## src/hdl/idc_pkg.sv

```systemverilog
// Types, constants and helpers shared by the disk collision block
package idc_pkg;

    localparam int DW         = 32;
    localparam int REST_W     = 17;
    localparam int REST_SHIFT = 17;
    localparam int MUL_W      = 18;
    localparam int QB         = 43;
    localparam int MAG_W      = 41;
    localparam int DEL_W      = 42;
    localparam int SUM_W      = 43;
    localparam int REM_W      = 114;
    localparam int DIV_W      = 124;
    localparam int Q_DEPTH    = 4;
    localparam int Q_AW       = 2;

    localparam logic [REST_W-1:0] REST_RESET      = 17'h10000;
    localparam logic [MUL_W-1:0]  REST_ONE        = 18'h10000;
    localparam logic [MAG_W-1:0]  DELTA_CAP       = 41'h100_0000_0000;
    localparam logic              REG_RESTITUTION = 1'b0;

    typedef struct packed {
        logic signed [DW-1:0] avx;
        logic signed [DW-1:0] avy;
        logic signed [DW-1:0] bvx;
        logic signed [DW-1:0] bvy;
        logic                 coincident;
    } vel_t;

    typedef struct packed {
        vel_t          vel;
        logic [DW-1:0] cmag_x;
        logic [DW-1:0] cmag_y;
        logic          neg_x;
        logic          neg_y;
        logic [63:0]   s_mag;
        logic [63:0]   dsq;
    } q_item_t;

    typedef struct packed {
        vel_t        vel;
        logic        neg_x;
        logic        neg_y;
        logic [63:0] dsq;
    } back_meta_t;

    function automatic logic signed [DW-1:0] sat32(input logic signed [SUM_W-1:0] v);
        logic [SUM_W-DW:0] top;
        top = v[SUM_W-1:DW-1];
        if (&top || ~|top)
            sat32 = v[DW-1:0];
        else if (v[SUM_W-1])
            sat32 = 32'sh8000_0000;
        else
            sat32 = 32'sh7FFF_FFFF;
    endfunction

endpackage

```

## src/hdl/idc_queue.sv

```systemverilog
// Short queue between the front end and the back end
module idc_queue (
    input  logic             clk,
    input  logic             rst_n,
    input  logic             push,
    input  idc_pkg::q_item_t push_item,
    output logic             full,
    input  logic             pop,
    output logic             empty,
    output idc_pkg::q_item_t head
);
    import idc_pkg::*;

    q_item_t         mem_reg [Q_DEPTH];
    logic [Q_AW-1:0] wr_ptr_reg, rd_ptr_reg;
    logic [Q_AW:0]   count_reg;

    assign full  = (count_reg == (Q_AW+1)'(Q_DEPTH));
    assign empty = (count_reg == '0);
    assign head  = mem_reg[rd_ptr_reg];

    always_ff @(posedge clk or negedge rst_n)
    begin
        if (!rst_n)
        begin
            wr_ptr_reg <= '0;
            rd_ptr_reg <= '0;
            count_reg  <= '0;
        end
        else
        begin
            if (push)
                wr_ptr_reg <= wr_ptr_reg + 1'b1;
            if (pop)
                rd_ptr_reg <= rd_ptr_reg + 1'b1;
            if (push && !pop)
                count_reg <= count_reg + 1'b1;
            else if (pop && !push)
                count_reg <= count_reg - 1'b1;
        end
    end

    always_ff @(posedge clk)
    begin
        if (push)
            mem_reg[wr_ptr_reg] <= push_item;
    end

endmodule

```

## config.mk

```make
export PLATFORM = sky130hd
export DESIGN_NAME = idc_queue
export DESIGN_NICKNAME = d
export VERILOG_FILES = /design/src/hdl/idc_pkg.sv /design/src/hdl/idc_queue.sv
export SDC_FILE = /design/constraint.sdc
export NUM_CORES = 1
export LEC_CHECK = 0
export BUFFER_PORTS_ARGS = -buffer_cell sky130_fd_sc_hd__buf_2
export CELL_PAD_IN_SITES_DETAIL_PLACEMENT = 0
export CELL_PAD_IN_SITES_GLOBAL_PLACEMENT = 1
export CORE_MARGIN = 3
export CORE_UTILIZATION = 35
export CTS_CLUSTER_SIZE = 40
export DETAILED_ROUTE_END_ITERATION = 8
export GPL_ROUTABILITY_DRIVEN = 0
export PLACE_DENSITY_LB_ADDON = 0.2
export SYNTH_ARGS = -nofsm -noshare
export SYNTH_HDL_FRONTEND = slang
export SYNTH_SLANG_ARGS = --single-unit
```

## constraint.sdc

```tcl
create_clock -name clk -period 12.3 [get_ports clk]
set_input_delay 2.46 -clock clk [delete_from_list [all_inputs] [get_ports clk]]
set_output_delay 2.46 -clock clk [all_outputs]
set_load 0.02 [all_outputs]
```

[Word-level counts from Yosys, hierarchy flattened]
Memories as Yosys holds them, arrays and structs flattened.
Index checks and enable logic that the tools add are counted.
Storage, ports and cells
  register bits after elaboration: 7
  latch bits: 0
  RAM bits: 1292
  memory bits (read-only): 0
  bits of input ports: 327
  output and inout bits: 325
  word-level logic and storage cells: 19
  memories kept: 1
Memories
  mem_reg: depth 4, width 323, read ports 1, clocked after memory_dff 0, wr ports 1, RTL line idc_queue.sv:14  | q_item_t mem_reg [Q_DEPTH];
Operators by class
  add/sub/neg operators: 4
  $mul: 0
  div/mod/pow operators: 0
  order comparisons: 0
  equal/unequal tests: 1
  shift-type cells: 0
  multiplexer cells: 4
  bitwise operators: 0
  reductions and logical operators: 6
Operators with widths (number)
  3-bit 2-to-1 mux: 2
  2-bit by 1-bit adder with 2-bit output, second input constant: 2
  3-bit by 1-bit adder with 3-bit output, second input constant: 1
  3-bit equality test, second input constant: 1
  3-bit logical NOT: 1
  3-bit by 1-bit subtractor with 3-bit output, second input constant: 1
  1-bit logical AND: 2
  1-bit logical NOT: 2
  1-bit 2-to-1 mux: 2
  2-bit nonzero test: 1

[Longest topological paths before layout]
  depth in word-level cells: 4
  gate-level depth with buffers: 7
  gate-level depth less buffers: 7

[Worst setup path after synthesis]
OpenSTA, ideal clock, no wires.
  path kind: in2reg
  from: in push
  to: mem mem_reg[1][0] (netlist name) (enable)
  library setup time: 725 ps
  arrival: 9739 ps
  required time: 11575 ps
  setup slack: 1836 ps
  stages: 1
  path buffers: 0
  cells stage by stage: and2_1
Between the ends
  word-level cells in the longest chain between the ends: 2
RTL lines
  start, declared: RTL line idc_queue.sv:5  | input logic push,
  1-bit 2-to-1 mux: RTL line idc_queue.sv:45  | if (push)
  1-bit 2-to-1 mux (not written as such): RTL line idc_queue.sv:46  | mem_reg[wr_ptr_reg] <= push_item;
  end, declared: RTL line idc_queue.sv:14
Every way passes these cells.

==> results_dict.tcl <==
set metrics [dict create \
    use_met1_pct 18.5 \
    clock_skew_ps 17.7 \
    yosys-top-cells-area "edfxtp_1 83%, mux4_2 15%, buf_6 0.69%, buf_2 0.38%, dfrtp_1 0.37%" \
    cp-start-kind "flip-flop" \
    cts_tree "done" \
    async_flop_share_pct 0.539 \
    drv_slew 0 \
    synth_cell_types 19 \
    syn_area_mm2 0.0470 \
    grt_pass1_vias 22600 \
    antenna_found_initial 57 \
    portBuffers 651 \
    finalWirelength_mm 106 \
    dpl-instance-area_mm2 0.0522 \
    ys_ff_latch 1299 \
    syn2layout_area_growth_pct 20.4 \
    cts_hold_buf 0 \
    met3_usage_pct 7.14 \
    drc 0 \
    holdPathStages 1 \
    drive_gt1_share_pct 46.1 \
    yosysTopAreaCell "edfxtp_1" \
    top_usage_layer "met2" \
    rsz0062_at_grt "no" \
    syn_nets 2054 \
    cts_setup_buffers 0 \
    tightest_slew_ps 1200 \
    grt-ovfl-total 0 \
    endpoint_kind "output pin" \
    min_path_type "reg -> reg" \
    worstSkewPairLatency_ps 730 \
    viasPerCell 4.83 \
    final_cell_count_no_fill 4355 \
    worstPathRequired_ps 9840 \
    maxCapViolCount 0 \
    period_share_pct 52.5 \
    r2r-start "wr_ptr_reg[0]$_DFFE_PN0P_" \
    dp_hpwl_mm 65.3 \
    period_needed_ps 6460 \
    postRouteAntennaNets 0 \
    drtIter0Drc 1324 \
    io_pins 652 \
    fmax_mhz 155 \
    avgSynthCellArea_um2 27.3 \
    yosysMostFrequentCell "edfxtp_1" \
    min_from "count_reg[2]$_DFFE_PN0P_" \
    coreArea_mm2 0.132 \
    num-nets-final 2794 \
    holdPathEnd "count_reg[2]$_DFFE_PN0P_" \
    grt_usage_pct 15.1 \
    synth_top_cell_area_share_pct 82.5 \
    p_leak_nw 18.9 \
    post_cts_resize_count 0 \
    arrival_ps 4000 \
    clockBufferDepth 3 \
    vdd_drop_max_mv 0.178 \
    grt_max_degree 140 \
    reg2reg_to "mem_reg[2][185]$_DFFE_PP_" \
    whs_ps 500 \
    drt_first_pass_iters 5 \
    reg2reg_depth 5 \
    largest_reg_flops 1292 \
    setup_viol 0 \
    floorplan.initialDensity_pct 35.5 \
    hold_viol 0 \
    cts.root.buffer_cell "clkbuf_16" \
    status "completed" \
    cp_max_fo 101 \
    ys.warnings.count 0 \
    syn_inst 1721 \
    fp.dieW_um 372 \
    yosysSeqAreaShare_pct 82.9 \
    cts_buffers 139 \
    p_per_area_mw_per_mm2 254 \
    place_inst 4075 \
    synth_ff_type "edfxtp_1" \
    synth_commonest_cells "1292 x edfxtp_1, 323 x mux4_2, 36 x buf_2" \
    clk_pin_slew_ps 60 \
    die_area_mm2 0.139 \
    dieHeight_um 372 \
    vias 21100 \
    routedWlPerCell_um 24.4 \
    maxSlewHeadroom_pct 20.1 \
    fin_area_mm2 0.0566 \
    grt_pass1_wl_mm 154 \
    r2r_slack_ps 8640 \
    cts-htree-levels 4 \
    tns_ps 0 \
    critPathKind "reg -> out" \
    rows 133 \
    power_mw 14.4 \
    synth-edff-count 1292 \
    cts.sinks 1299 \
    grt_util_met2_pct 23.9 \
]
-- cells in the final DEF, fill, tap and decap left out, types with 4 or more instances in the layout --
cell | synthesis | layout
edfxtp_1 | 1292 | 1292
buf_2 | 36 | 651
mux4_2 | 323 | 323
clkbuf_16 | 0 | 140
clkinv_1 | 0 | 38
clkbuf_1 | 6 | 31
diode_2 | 0 | 27
clkinv_2 | 0 | 21
buf_12 | 0 | 11
buf_4 | 1 | 9
inv_6 | 0 | 7
bufinv_16 | 0 | 7
ha_1 | 5 | 5
dfrtp_1 | 7 | 5
inv_1 | 4 | 4
and2_4 | 0 | 4
xor2_1 | 4 | 4
-- through the flow --
step | utilization, % | setup slack [ps]
after CTS | 42.7 | 5640
after global placement | 39.4 | 6490
after detailed placement | 39.4 | 6490
after global routing | 42.7 | 5450
final | 42.7 | 5840
after floorplan | - | 1840
-- report_power, final --
group | switching [mW] | internal, mW | leakage (nW)
logic | 2.78 | 1.68 | 4.88
registers | 0.224 | 5.79 | 11.9
clock network | 1.66 | 2.25 | 2.09
-- layer usage --
layer | up-vias | wire length (um) | part of all wire [%]
met5 | - | 311 | 0.29
met4 | 44 | 2190 | 2.1
met3 | 197 | 10900 | 10
met2 | 678 | 51500 | 48
met1 | 11100 | 41400 | 39
li1 | 9073 | - | -
-- critical path, cell delays in order, from the launching register on --
cell and delay (ps):
dfrtp_4 750, buf_12 600, buf_4 810, mux4_2 630, buf_2 180
-- worst max-delay path by stage --
stage                                   start                      end  slack [ps]  cells past startpoint
floorplan                                push  mem_reg[1][0]$_DFFE_PP_        1840                      1
global placement    rd_ptr_reg[0]$_DFFE_PN0P_                head[193]        6490                      4
detailed placement  rd_ptr_reg[0]$_DFFE_PN0P_                head[165]        6490                      4
CTS                 rd_ptr_reg[0]$_DFFE_PN0P_                head[165]        5640                      4
global route        rd_ptr_reg[0]$_DFFE_PN0P_                head[165]        5450                      4
finish              rd_ptr_reg[0]$_DFFE_PN0P_                head[165]        5840                      4
-- cells by family after synthesis --
family / count (synthesis) / synth area share (%)
AOI/OAI and AO/OA: 1 / 0.0106
xor gates and xnor gates: 6 / 0.112
adders and majority gates: 6 / 0.176
buffers and inverters: 76 / 1.17
DFF: 1299 / 82.9
muxes: 324 / 15.5
and+or+nand+nor: 9 / 0.104
-- final cells by class --
type	count	area [um^2]
Fill cell	11500	75900
Tap cell	1755	2200
Timing Repair Buffer	671	3550
Antenna cell	27	67.6
Sequential cell	1299	39000
Clock buffer	171	3620
Clock inverter	82	664
Multi-Input combinational cell	346	7480
Inverter	4	15.0
No activity file was read; power rests on OpenSTA's default activity.
